**src/hdl/int32_to_decimal_ascii_defines.svh**
```systemverilog
`ifndef INT32_TO_DECIMAL_ASCII_DEFINES_SVH
`define INT32_TO_DECIMAL_ASCII_DEFINES_SVH

// Same-cycle implication, sampled on clk, off while rst_n is low
`define I2A_ASSERT_IMP(name, ante, cons, msg) \
    name: assert property (@(posedge clk) disable iff (!rst_n) (ante) |-> (cons)) \
        else $error(msg);

// Next-cycle implication, sampled on clk, off while rst_n is low
`define I2A_ASSERT_NXT(name, ante, cons, msg) \
    name: assert property (@(posedge clk) disable iff (!rst_n) (ante) |=> (cons)) \
        else $error(msg);

`endif

```
**src/hdl/i2a_pkg.sv**
```systemverilog
`default_nettype none

package i2a_pkg;

    localparam int VALUE_BITS_DEF  = 32;
    // double-dabble bit steps folded into one pipeline stage
    localparam int STEPS_PER_STAGE = 4;

    localparam logic [7:0] CHAR_ZERO  = 8'd48;
    localparam logic [7:0] CHAR_NINE  = 8'd57;
    localparam logic [7:0] CHAR_MINUS = 8'd45;

    localparam logic [3:0] BCD_ADJ_MIN = 4'd5;
    localparam logic [3:0] BCD_ADJ     = 4'd3;

    // decimal digits needed for a bits-wide unsigned value (1233/4096 ~ log10(2))
    function automatic int num_digits(input int bits);
        return ((bits * 1233) >> 12) + 1;
    endfunction

endpackage

`default_nettype wire

```
**src/hdl/i2a_dabble_stage.sv**
```systemverilog
`default_nettype none

module i2a_dabble_stage #(
    parameter int ND    = 10,
    parameter int MAG_W = 32,
    parameter int STEPS = 4
) (
    input  wire logic              clk,
    input  wire logic              rst_n,
    input  wire logic              in_valid,
    output logic                   in_ready,
    input  wire logic              in_neg,
    input  wire logic [MAG_W-1:0]  in_mag,
    input  wire logic [ND*4-1:0]   in_bcd,
    output logic                   out_valid,
    input  wire logic              out_ready,
    output logic                   out_neg,
    output logic [MAG_W-1:0]       out_mag,
    output logic [ND*4-1:0]        out_bcd
);
    import i2a_pkg::*;

    localparam int BCD_W = ND * 4;

    logic             valid_reg;
    logic             neg_reg;
    logic [MAG_W-1:0] mag_reg;
    logic [BCD_W-1:0] bcd_reg;
    logic [MAG_W-1:0] mag_next;
    logic [BCD_W-1:0] bcd_next;

    // STEPS rounds of add-3 then shift, top magnitude bit shifted in
    always_comb
    begin
        bcd_next = in_bcd;
        mag_next = in_mag;
        for (int s = 0; s < STEPS; s++)
        begin
            for (int d = 0; d < ND; d++)
            begin
                if (bcd_next[d*4 +: 4] >= BCD_ADJ_MIN)
                begin
                    bcd_next[d*4 +: 4] = bcd_next[d*4 +: 4] + BCD_ADJ;
                end
            end
            bcd_next = {bcd_next[BCD_W-2:0], mag_next[MAG_W-1]};
            mag_next = {mag_next[MAG_W-2:0], 1'b0};
        end
    end

    assign in_ready = !valid_reg || out_ready;

    always_ff @(posedge clk or negedge rst_n)
    begin
        if (!rst_n)
        begin
            valid_reg <= 1'b0;
        end
        else if (in_ready)
        begin
            valid_reg <= in_valid;
        end
    end

    always_ff @(posedge clk)
    begin
        if (in_ready && in_valid)
        begin
            neg_reg <= in_neg;
            mag_reg <= mag_next;
            bcd_reg <= bcd_next;
        end
    end

    assign out_valid = valid_reg;
    assign out_neg   = neg_reg;
    assign out_mag   = mag_reg;
    assign out_bcd   = bcd_reg;

endmodule

`default_nettype wire

```
**src/hdl/i2a_serializer.sv**
```systemverilog
`default_nettype none

module i2a_serializer #(
    parameter int ND    = 10,
    parameter int IDX_W = 4
) (
    input  wire logic                 clk,
    input  wire logic                 rst_n,
    input  wire logic                 load_valid,
    output logic                      load_ready,
    input  wire logic                 load_neg,
    input  wire logic [ND-1:0][3:0]   load_bcd,
    output logic                      char_valid,
    input  wire logic                 char_ready,
    output logic [7:0]                char_code,
    output logic                      last_char
);
    import i2a_pkg::*;

    logic               busy_reg;
    logic               sign_pend_reg;
    logic [IDX_W-1:0]   idx_reg;
    logic [ND-1:0][3:0] dig_reg;
    logic [IDX_W-1:0]   msd_idx;

    // most significant nonzero digit; zero keeps index 0 and prints "0"
    always_comb
    begin
        msd_idx = '0;
        for (int d = 0; d < ND; d++)
        begin
            if (load_bcd[d] != 4'd0)
            begin
                msd_idx = IDX_W'(d);
            end
        end
    end

    assign char_valid = busy_reg;
    assign last_char  = busy_reg && !sign_pend_reg && (idx_reg == '0);
    assign char_code  = sign_pend_reg ? CHAR_MINUS : (CHAR_ZERO | {4'd0, dig_reg[idx_reg]});
    // next item loads while the final character of this one is taken
    assign load_ready = !busy_reg || (char_ready && last_char);

    always_ff @(posedge clk or negedge rst_n)
    begin
        if (!rst_n)
        begin
            busy_reg      <= 1'b0;
            sign_pend_reg <= 1'b0;
            idx_reg       <= '0;
        end
        else if (load_valid && load_ready)
        begin
            busy_reg      <= 1'b1;
            sign_pend_reg <= load_neg;
            idx_reg       <= msd_idx;
        end
        else if (char_valid && char_ready)
        begin
            priority if (sign_pend_reg)
            begin
                sign_pend_reg <= 1'b0;
            end
            else if (idx_reg == '0)
            begin
                busy_reg <= 1'b0;
            end
            else
            begin
                idx_reg <= idx_reg - IDX_W'(1);
            end
        end
    end

    always_ff @(posedge clk)
    begin
        if (load_valid && load_ready)
        begin
            dig_reg <= load_bcd;
        end
    end

endmodule

`default_nettype wire

```
**src/hdl/int32_to_decimal_ascii.sv**
```systemverilog
// Channel  Handshake                 Item fields
// -------  ------------------------  ----------------------------------
// input    value_valid / value_ready value (signed, VALUE_BITS)
// output   char_valid / char_ready   char_code (8), last_char (1)
//
// Path: one input register, then ceil(VALUE_BITS/4) double-dabble stages,
// then the character serializer register that drives the first character.
// Rate: one character per cycle while char_ready is high; an item's text has
// 1 to 11 characters at 32 bits.
// Reset (rst_n, async low) clears all valid and control state; no sweep.
// A stall on char_ready backs up through the stages; nothing is dropped.
`default_nettype none

`include "int32_to_decimal_ascii_defines.svh"

module int32_to_decimal_ascii #(
    parameter int VALUE_BITS = i2a_pkg::VALUE_BITS_DEF
) (
    input  wire logic                         clk,
    input  wire logic                         rst_n,
    input  wire logic                         value_valid,
    output logic                              value_ready,
    input  wire logic signed [VALUE_BITS-1:0] value,
    output logic                              char_valid,
    input  wire logic                         char_ready,
    output logic [7:0]                        char_code,
    output logic                              last_char
);
    import i2a_pkg::*;

    localparam int ND     = num_digits(VALUE_BITS);
    localparam int STEPS  = STEPS_PER_STAGE;
    localparam int STAGES = (VALUE_BITS + STEPS - 1) / STEPS;
    localparam int MAG_W  = STAGES * STEPS;
    localparam int IDX_W  = $clog2(ND);

    logic                  vld [0:STAGES];
    logic                  rdy [0:STAGES];
    logic                  neg [0:STAGES];
    logic [MAG_W-1:0]      mag [0:STAGES];
    logic [ND*4-1:0]       bcd [0:STAGES];

    logic                  in_valid_reg;
    logic                  in_neg_reg;
    logic [MAG_W-1:0]      in_mag_reg;
    logic [VALUE_BITS-1:0] abs_val;

    logic                  char_fire;
    logic                  char_is_minus;
    logic                  char_is_digit;

    // unsigned magnitude: the most negative value maps to 2^(VALUE_BITS-1)
    assign abs_val = value[VALUE_BITS-1]
                   ? (VALUE_BITS'(~value) + VALUE_BITS'(1))
                   : VALUE_BITS'(value);

    assign value_ready = !in_valid_reg || rdy[0];

    always_ff @(posedge clk or negedge rst_n)
    begin
        if (!rst_n)
        begin
            in_valid_reg <= 1'b0;
        end
        else if (value_ready)
        begin
            in_valid_reg <= value_valid;
        end
    end

    always_ff @(posedge clk)
    begin
        if (value_ready && value_valid)
        begin
            in_neg_reg <= value[VALUE_BITS-1];
            in_mag_reg <= MAG_W'(abs_val);
        end
    end

    assign vld[0] = in_valid_reg;
    assign neg[0] = in_neg_reg;
    assign mag[0] = in_mag_reg;
    assign bcd[0] = '0;

    for (genvar i = 1; i <= STAGES; i++)
    begin : g_stage
        i2a_dabble_stage #(
            .ND    (ND),
            .MAG_W (MAG_W),
            .STEPS (STEPS)
        ) u_stage (
            .clk       (clk),
            .rst_n     (rst_n),
            .in_valid  (vld[i-1]),
            .in_ready  (rdy[i-1]),
            .in_neg    (neg[i-1]),
            .in_mag    (mag[i-1]),
            .in_bcd    (bcd[i-1]),
            .out_valid (vld[i]),
            .out_ready (rdy[i]),
            .out_neg   (neg[i]),
            .out_mag   (mag[i]),
            .out_bcd   (bcd[i])
        );
    end

    i2a_serializer #(
        .ND    (ND),
        .IDX_W (IDX_W)
    ) u_ser (
        .clk        (clk),
        .rst_n      (rst_n),
        .load_valid (vld[STAGES]),
        .load_ready (rdy[STAGES]),
        .load_neg   (neg[STAGES]),
        .load_bcd   (bcd[STAGES]),
        .char_valid (char_valid),
        .char_ready (char_ready),
        .char_code  (char_code),
        .last_char  (last_char)
    );

    assign char_fire     = char_valid && char_ready;
    assign char_is_minus = (char_code == CHAR_MINUS);
    assign char_is_digit = (char_code >= CHAR_ZERO) && (char_code <= CHAR_NINE);

    // every magnitude bit has been shifted into the BCD word by the last stage
    `I2A_ASSERT_IMP(a_mag_drained, vld[STAGES], mag[STAGES] == '0, "magnitude left over")
    `I2A_ASSERT_IMP(a_char_legal, char_valid, char_is_minus || char_is_digit, "bad character code")
    `I2A_ASSERT_IMP(a_minus_not_last, char_valid && char_is_minus, !last_char, "minus flagged last")
    `I2A_ASSERT_NXT(a_text_continues, char_fire && !last_char, char_valid, "text stopped early")

endmodule

`default_nettype wire
```
**config.mk**
```make
export PLATFORM = sky130hd
export DESIGN_NAME = int32_to_decimal_ascii
export DESIGN_NICKNAME = d
export VERILOG_FILES = /design/src/hdl/i2a_pkg.sv /design/src/hdl/i2a_dabble_stage.sv /design/src/hdl/i2a_serializer.sv /design/src/hdl/int32_to_decimal_ascii.sv
export VERILOG_INCLUDE_DIRS = /design/src /design/src/hdl
export SDC_FILE = /design/constraint.sdc
export NUM_CORES = 1
export LEC_CHECK = 0
export BUFFER_PORTS_ARGS = -buffer_cell sky130_fd_sc_hd__buf_2
export CORE_MARGIN = 4
export CORE_UTILIZATION = 35
export DETAILED_ROUTE_END_ITERATION = 12
export HOLD_SLACK_MARGIN = 0.1
export SETUP_SLACK_MARGIN = 0.2
export SLEW_MARGIN = 5
export SYNTH_ARGS = -nofsm -noshare
export SYNTH_HDL_FRONTEND = slang
export SYNTH_HIERARCHICAL = 1
export SYNTH_SLANG_ARGS = --single-unit
```
**constraint.sdc**
```tcl
create_clock -name clk -period 5.6 [get_ports clk]
set_input_delay 0.56 -clock clk [delete_from_list [all_inputs] [get_ports clk]]
set_output_delay 0.56 -clock clk [all_outputs]
set_load 0.02 [all_outputs]
```
# Word-level counts from Yosys, hierarchy flattened
# Cells that the tools add are included.
op_classes:
  order_cmp: 266
  n_reduce_logical: 49
  addsub: 267
  eq_ne: 2
  mux: 288
  bitwise_logic: 1
op_table:
  columns: ["op", "n"]
  rows:
  - ["greater-or-equal comparator 4 x 3 -> 1 bit (second input constant)", 255]
  - ["2-to-1 mux 4 bit", 254]
  - ["adder 4 x 2 -> 4 bit (second input constant)", 234]
  - ["2-to-1 mux 3 bit", 22]
  - ["adder 3 x 2 -> 3 bit (second input constant)", 21]
  - ["nonzero test 4 bit", 9]
  - ["adder 32 x 2 -> 32 bit (second input constant)", 1]
  - ["NOT 32 bit", 1]
  - ["2-to-1 mux 31 bit", 1]
  - ["adder 1 x 2 -> 3 bit (second input constant)", 8]
  - ["greater-or-equal comparator 1 x 3 -> 1 bit (second input constant)", 8]
  - ["binary-select mux 4 bit (select 4 bit)", 1]
  - ["logical AND 1 bit", 14]
  - ["zero test 1 bit", 11]
  - ["logical OR 1 bit", 10]
  - ["2-to-1 mux 1 bit", 9]
  - ["adder 1 x 2 -> 3 bit (both inputs constant)", 2]
  - ["greater-or-equal comparator 1 x 3 -> 1 bit (both inputs constant)", 2]
  - ["AND reduction 3 bit", 2]
  - ["less-than comparator 4 x 5 -> 1 bit (second input constant)", 1]
  - ["2-to-1 mux 5 bit", 1]
  - ["zero test 4 bit", 1]
  - ["!= test 2 bit (second input constant)", 2]
  - ["nonzero test 2 bit", 2]
  - ["subtractor 4 x 1 -> 4 bit (second input constant)", 1]
totals:
  regBits: 488
  inputBits: 36
  out_inout_bits: 11
  word_cells: 923

# Longest topological paths before layout
# Gate-level depths: netlist (run 1).
depth:
  word_depth: 15
  mapped_depth: 19

# By module
# The synthesis (run 1) kept the hierarchy.
modules_own_cells:
  columns: ["module", "cells_each", "seq_area_each_um2", "n_inst", "area_per_inst_um2"]
  rows:
  - ["i2a_dabble_stage", 862, 2097.0, 8, 7263.2]
  - ["i2a_serializer", 141, 1351.3, 1, 2155.8]
  - ["int32_to_decimal_ascii", 135, 1016.0, 1, 1808.0]

# Worst setup path after synthesis (run 1)
# No wires, ideal clock.
synth_timing:
  path_kind: "register to register"
  from: "register u_ser.idx_reg[0]"
  to: "register g_stage[1].u_stage.bcd_reg[0], enable pin"
  path_slack_ps: 994
  synth_period_minus_slack_ps: 4606
  arrival_ps: 4172
  stages_incl_launch_ff: 16
  setup_ps: 434
  path_buffers: 2
  path_cell_list: "dfrtp_1 > buf_2 > buf_4 > inv_1 > ha_1 > or3b_4 > o21ai_4 > nand2b_1 > nand2b_1 > nand2b_1 > nand2b_1 > nand2b_1 > nand2b_1 > nand2b_1 > nand2b_1 > and2_1"
synth_rtl:
  columns: ["element", "line", "text"]
  rows:
  - ["start, declared", "i2a_serializer.sv:22", "logic [IDX_W-1:0] idx_reg;"]
  - ["start signal, assigned", "i2a_serializer.sv:57", "idx_reg <= msd_idx;"]
  - ["start signal, assigned", "i2a_serializer.sv:71", "idx_reg <= idx_reg - IDX_W'(1);"]
  - ["end signal, assigned", "i2a_dabble_stage.sv:71", "bcd_reg <= bcd_next;"]
  - ["end, declared", "i2a_dabble_stage.sv:28", "logic [BCD_W-1:0] bcd_reg;"]

==> summary.md, run 1 <==
| Metric | Value |
|---|---|
| Max_cap viols | `0` |
| Vias in the first global route | `between 40000 and 50000` |
| Worst hold path type | `primary input to flop` |
| WL/cell | `14.7 um` |
| Die width | `417 um` |
| RR Startpoint | `g_stage[6].u_stage/out_bcd[24]` |
| Drt drc | `0` |
| Fill count | `between 15000 and 20000` |
| Synthesized cell area | `about 58000 sq um` |
| Max reg flops | `320` |
| DRT Wirelength | `~140000 um` |
| Fin crit period | `approximately 4900 ps` |
| GR Util All Layers | `between 10% and 20%` |
| DIE AREA | `about 170000 sq um` |
| Largest net degree at the start of global routing | `66` |
| Initial core utilization | `35.3%` |
| Leading cell type in the layout, fill and taps excluded | `nand2_1` |
| Clock Sinks | `528` |
| Core ar. | `around 170000 sq um` |
| Synth Warn # | `6` |
| Routed vias | `approximately 54000` |
| Initial antenna violation count | `0` |
| Highest clock rate | `about 0.21 GHz` |
| H-tree depth | `3` |
| Clk pin slew, worst setup/hold paths | `60 ps` |
| Layout cells sized above 1 | `9.97%` |
| Die Ht | `417 um` |
| Final Non-Filler Cells | `between 9000 and 10000` |
| DP HPWL | `a little over 100000 um` |
| Worst setup path start | `u_ser/idx_reg[0]` |
| RSZ-0062 raised after global routing | `no` |
| Vias per cell | `about 5.7` |
| Static Leak | `about 23 nW` |
| Critical path data required time | `5040 ps` |
| Cell area after layout | `between 60000 and 70000 sq um` |
| Worst Clk Skew | `approximately 20 ps` |
| Avg Synthesized Cell Area | `8.32 sq um` |
| Cells after synthesis | `approximately 7000` |
| Placed cells | `between 9000 and 10000` |
| Clk Latency, worst-skew pair | `between 600 and 700 ps` |
| Hold path start | `value_valid` |
| Max VDD drop | `~0.19 mV` |
| Critical path type | `flop to primary output` |
| IO Pins | `47` |
| Worst-path maximum fanout | `15` |
| Root buffer cell | `clkbuf_16` |
| Status | `finished, final reports clean` |
| Final Max Tran Viols | `0` |
| Clock Tree Buf Depth | `3` |
| Min Hold Slack | `around 160 ps` |
| Most frequent cells in the layout | `nand2_1, a21oi_1, o21ai_0` |
| Final global-route overflow total | `0` |
| Critical path launch point type | `flop` |
| First-pass GRT wire length | `230000 um` |
| Post-DP Area | `61400 sq um` |
| CTS tree | `done` |
| Least-Margin Pin Slew | `1170 ps` |
| Number of buffers created by CTS | `67` |
| Register Area | `between 15000 and 20000 sq um` |
| Layout area overhead | `8.78%` |
| Multi-input gate area in the final layout | `slightly above 40000 sq um` |
| Post-layout total power | `approximately 0.018 W` |
| # diodes | `0` |
| # rows | `about 150` |
| Period utilization | `between 80 and 90%` |
| Critical path endpoint category | `primary output` |
| I/O Buffers | `43` |
| Fin. Hold Viols | `0` |
| Initial DRC Count | `4280` |
| Final net count | `7422` |
| Pre-Repair DR Iteration Count | `6` |
| Setup TNS Final | `0 ps` |
| Gpl congestion | `0.873` |
| WP data arrival | `4300 ps` |
| Setup-violating endpoint count in the final report | `0` |
| Power Dens Cells | `between 200 and 300 nW/um^2` |
| DRT antenna net count | `0` |
| Slew margin rel. | `roughly a fifth` |
## critical path: stages, from the launching register on
cell,delay (ps)
dfrtp_1,810
inv_1,200
ha_1,260
or3b_4,270
o21ai_4,90
nand2b_1,240
nand2b_1,220
nand2b_1,180
nand2b_1,180
nand2b_1,190
nand2b_1,200
nand2b_1,190
nand2b_1,190
nand2b_1,230
buf_2,200
## per-layer routing
metal	share of wire [%]	track usage, %	wire, um	up-vias
li1	-	-	-	27200
met1	46	19.2	62800	25000
met2	49	27.0	67800	1043
met3	3.1	1.69	4320	175
met4	2.2	3.54	3050	0
met5	0	0	0	-
## area by class of cell
class                   count  share of cell area (%)
clock buffers              77                    2.73
clock inverters            44                   0.726
inverters                 353                    2.09
multi-input cells        6096                    64.5
flip-flops and latches    528                    24.8
well taps                2189                    4.31
repair buffers             80                   0.819
## stage by stage
stage / setup WS (ps) / util, %
finish: 744 / 38.4
global route: 316 / 38.4
CTS: 655 / 38.4
detailed placement: 1200 / 37.1
global placement: 1300 / 37.1
floorplan: 994 / -
## timing repair
| action | 4_1_cts | 5_1_grt |
|---|---|---|
| hold buffers | 1 | 0 |
| gates resized for setup | 0 | 0 |
| endpoints found under the hold margin | 15 | 0 |
| setup buffers | 0 | 0 |
## worst paths after layout
check	to	slack (ps)	depth (start not counted)
max	value_ready	740	14
min	in_valid_reg	160	2
max reg2reg	g_stage[7].u_stage/out_bcd[30]	1090	13
min reg2reg	g_stage[6].u_stage/out_mag[26]	420	0
max in group asynchronous	g_stage[3].u_stage/out_valid	4850	2
min in group asynchronous	u_ser/idx_reg[2]	420	2
## report_power, final
part | internal [W] | leakage [nW] | switching, W
clock | 0.00249 | 1.06 | 0.00182
combinational | 0.00345 | 16.8 | 0.00533
sequential | 0.00496 | 4.79 | 0.000300
total | 0.0109 | 22.7 | 0.00745
Note: power is estimated with default switching activity, not from simulation.
==> run 2: changes to the inputs <==
==> constraint.sdc (replaced) <==
create_clock -name clk -period 4.6 [get_ports clk]
set_input_delay 0.46 -clock clk [delete_from_list [all_inputs] [get_ports clk]]
set_output_delay 0.46 -clock clk [all_outputs]
set_load 0.05 [all_outputs]
==> run 2 against run 1 <==
Clock skew grew 3.6 ps. Critical path depth grew 1. Largest cell class unchanged. Non-clock buffer count grew 39. Die area is the same. Highest routed layer unchanged. Critical endpoint is now g_stage[6].u_stage/out_bcd[23]. Sequential share of layout area shrank 0.24 points. Flip-flop and latch count is the same. Critical path type is now flop to flop. First-iteration DRC count shrank 18%.
==> summary.md, run 2 (synthesis gave the netlist of run 1 again) <==
| Metric | Value |
|---|---|
| Status | `finished, final reports clean` |
| Number of buffers created by CTS | `68` |
| WP data arrival | `4590 ps` |
| Largest net degree at the start of global routing | `57` |
| Register Area | `15800 sq um` |
| Most used routing layer | `met2` |
| DRT Wirelength | `around 140000 um` |
| Post-DP Area | `61700 sq um` |
| Critical path cell sequence | `inv_1 -> ha_1 -> nand2b_1 -> a21oi_4 -> mux2i_1 -> buf_4 -> o21ai_2 -> xnor2_2 -> inv_1 -> ha_1 -> maj3_1 -> a221o_1 -> mux2i_1 -> o31ai_1 -> mux2_2` |
| Fin crit period | `roughly 4200 ps` |
| Int Pwr | `about 0.013 W` |
| Clk Latency, worst-skew pair | `~660 ps` |
| Die width | `417 um` |
| Routed vias | `~54000` |
| WL/cell | `approximately 15 um` |
| Pre-CTS setup slack | `255 ps` |
| Fill count | `16500` |
| Max reg flops | `320` |
| H-tree depth | `3` |
| Worst hold path type | `primary input to flop` |
| Cell family with most CP delay | `compound AO/OA/AOI/OAI gates` |
| Slew margin rel. | `approximately a fifth` |
| M3 GR Usage | `under 10%` |
| Multi-input gate area in the final layout | `between 40000 and 50000 sq um` |
| Clock Sinks | `between 500 and 600` |
| Least-Margin Pin Slew | `about 1200 ps` |
| DIE AREA | `roughly 170000 sq um` |
| Gpl congestion | `around 0.85` |
| M1 GR Usage | `18.2%` |
| Pre-Repair DR Iteration Count | `6` |
| Switch Pwr | `approximately 0.0092 W` |
| Clk pin slew, worst setup/hold paths | `~60 ps` |
| Power Dens Cells | `about 350 nW/um^2` |
| Initial antenna violation count | `0` |
| Met2 Resource Use GR | `approximately 28%` |
| Seq pwr share | `roughly 28%` |
| CTS tree | `done` |
| Max_cap viols | `0` |
| Clk pwr share | `23.2%` |
| DP HPWL | `slightly above 100000 um` |
| Leading cell type in the layout, fill and taps excluded | `nand2_1` |
| Critical path data required time | `between 4000 and 5000 ps` |
| CP max stage cell | `edfxtp_1` |
| Critical path launch point type | `flop` |
| Initial DRC Count | `about 3500` |
| Static Leak | `22.9 nW` |
| Final global-route overflow total | `0` |
| # diodes | `0` |
| Switching share of power | `around two fifths` |
| Vias in the first global route | `approximately 49000` |
| Worst Clk Skew | `between 20 and 25 ps` |
| WP buf/inv | `3` |
| I/O Buffers | `43` |
| Max VDD drop | `between 0.2 and 0.25 mV` |
| Critical path's largest stage delay | `between 400 and 500 ps` |
| Highest clock rate | `between 0.2 and 0.25 GHz` |
| Most frequent cells in the layout | `nand2_1, a21oi_1, o21ai_0` |
| Vias per cell | `5.69` |
| Cell area after layout | `between 60000 and 70000 sq um` |
| Final net count | `7462` |
| Core ar. | `~170000 sq um` |
| GR Util All Layers | `14.9%` |
| IO Pins | `47` |
| Setup-violating endpoint count in the final report | `0` |
| Initial core utilization | `a little over a third` |
| Final setup margin | `about 400 ps` |
| Worst-path maximum fanout | `10` |
| RSZ-0062 raised after global routing | `yes` |
| # rows | `about 150` |
| Period utilization | `about nine tenths` |
| Final Max Tran Viols | `0` |
| Root buffer cell | `clkbuf_16` |
| Final core utilization | `between 30% and 40%` |
| First-pass GRT wire length | `around 230000 um` |
| DRT antenna net count | `0` |
| Layout area overhead | `9.86%` |
| Critical path endpoint category | `flop` |
| Die Ht | `~420 um` |
| Fin. Hold Viols | `0` |
| Setup TNS Final | `0 ps` |
| Comb power frac | `48.6%` |
| Layout cells sized above 1 | `11.0%` |
| Critical path type | `flop to flop` |
| Drt drc | `0` |
| Clock Tree Buf Depth | `3` |
[run 2: changes by cell type in the layout (fill, tap and decap cells not counted), sizes merged]
| cell | change |
|---|---|
| dlygate4sd3 | +3 |
| clkinv | +2 |
| inv | -2 |
| buf | +36 |
| clkinvlp | -1 |
| bufinv | -1 |
| clkbuf | +5 |
[run 2: metrics by stage]
step	instances	power, W	hold WS [ps]
global placement	9280	0.0168	402
finish	9409	0.0225	164
CTS	9409	0.0224	110
detailed placement	9280	0.0170	405
global route	9409	0.0242	136
floorplan	7189	0.0151	164
[run 2: routing by layer]
layer | part of all wire, % | up-vias
met3 | 3.0 | 180
met2 | 51 | 1021
li1 | - | 27300
met1 | 44 | 25000
met4 | 2.4 | 0
met5 | 0 | -
[run 2: final cells by class]
cell class	count	area share (%)
Timing Repair Buffer	119	1.37
Clock inverter	42	0.633
Sequential cell	528	24.6
Inverter	353	2.07
Multi-Input combinational cell	6096	64.3
Clock buffer	82	2.76
Tap cell	2189	4.27
[run 2: timing repair]
action | CTS | global route
gates cloned | 0 | 0
endpoints found under the setup margin | 1 | 58
setup buffers | 1 | 0
hold endpoints to repair | 18 | 0
gates resized for setup | 3 | 49
hold buffers | 4 | 0
[run 2: power groups by stage]
stage / registers [W] / clock network [W] / logic, W
2_1_floorplan: 0.00629 / 0 / 0.00882
6_report: 0.00635 / 0.00521 / 0.0109
5_1_grt: 0.00640 / 0.00561 / 0.0122
3_5_place_dp: 0.00647 / 0 / 0.0105
4_1_cts: 0.00636 / 0.00542 / 0.0106
3_3_place_gp: 0.00646 / 0 / 0.0103
[run 2: final timing paths]
path | start | to | slack [ps] | cells past startpoint
worst min register to register | g_stage[1].u_stage/out_mag[21] | g_stage[2].u_stage/out_mag[25] | 410 | 0
max in group asynchronous | rst_n | u_ser/idx_reg[1] | 3960 | 2
worst max register to register | g_stage[5].u_stage/out_bcd[16] | g_stage[6].u_stage/out_bcd[23] | 400 | 15
min in group asynchronous | rst_n | u_ser/sign_pend_reg | 300 | 2
worst max-delay path | g_stage[5].u_stage/out_bcd[16] | g_stage[6].u_stage/out_bcd[23] | 400 | 15
worst min-delay path | value[21] | in_mag_reg[21] | 160 | 2
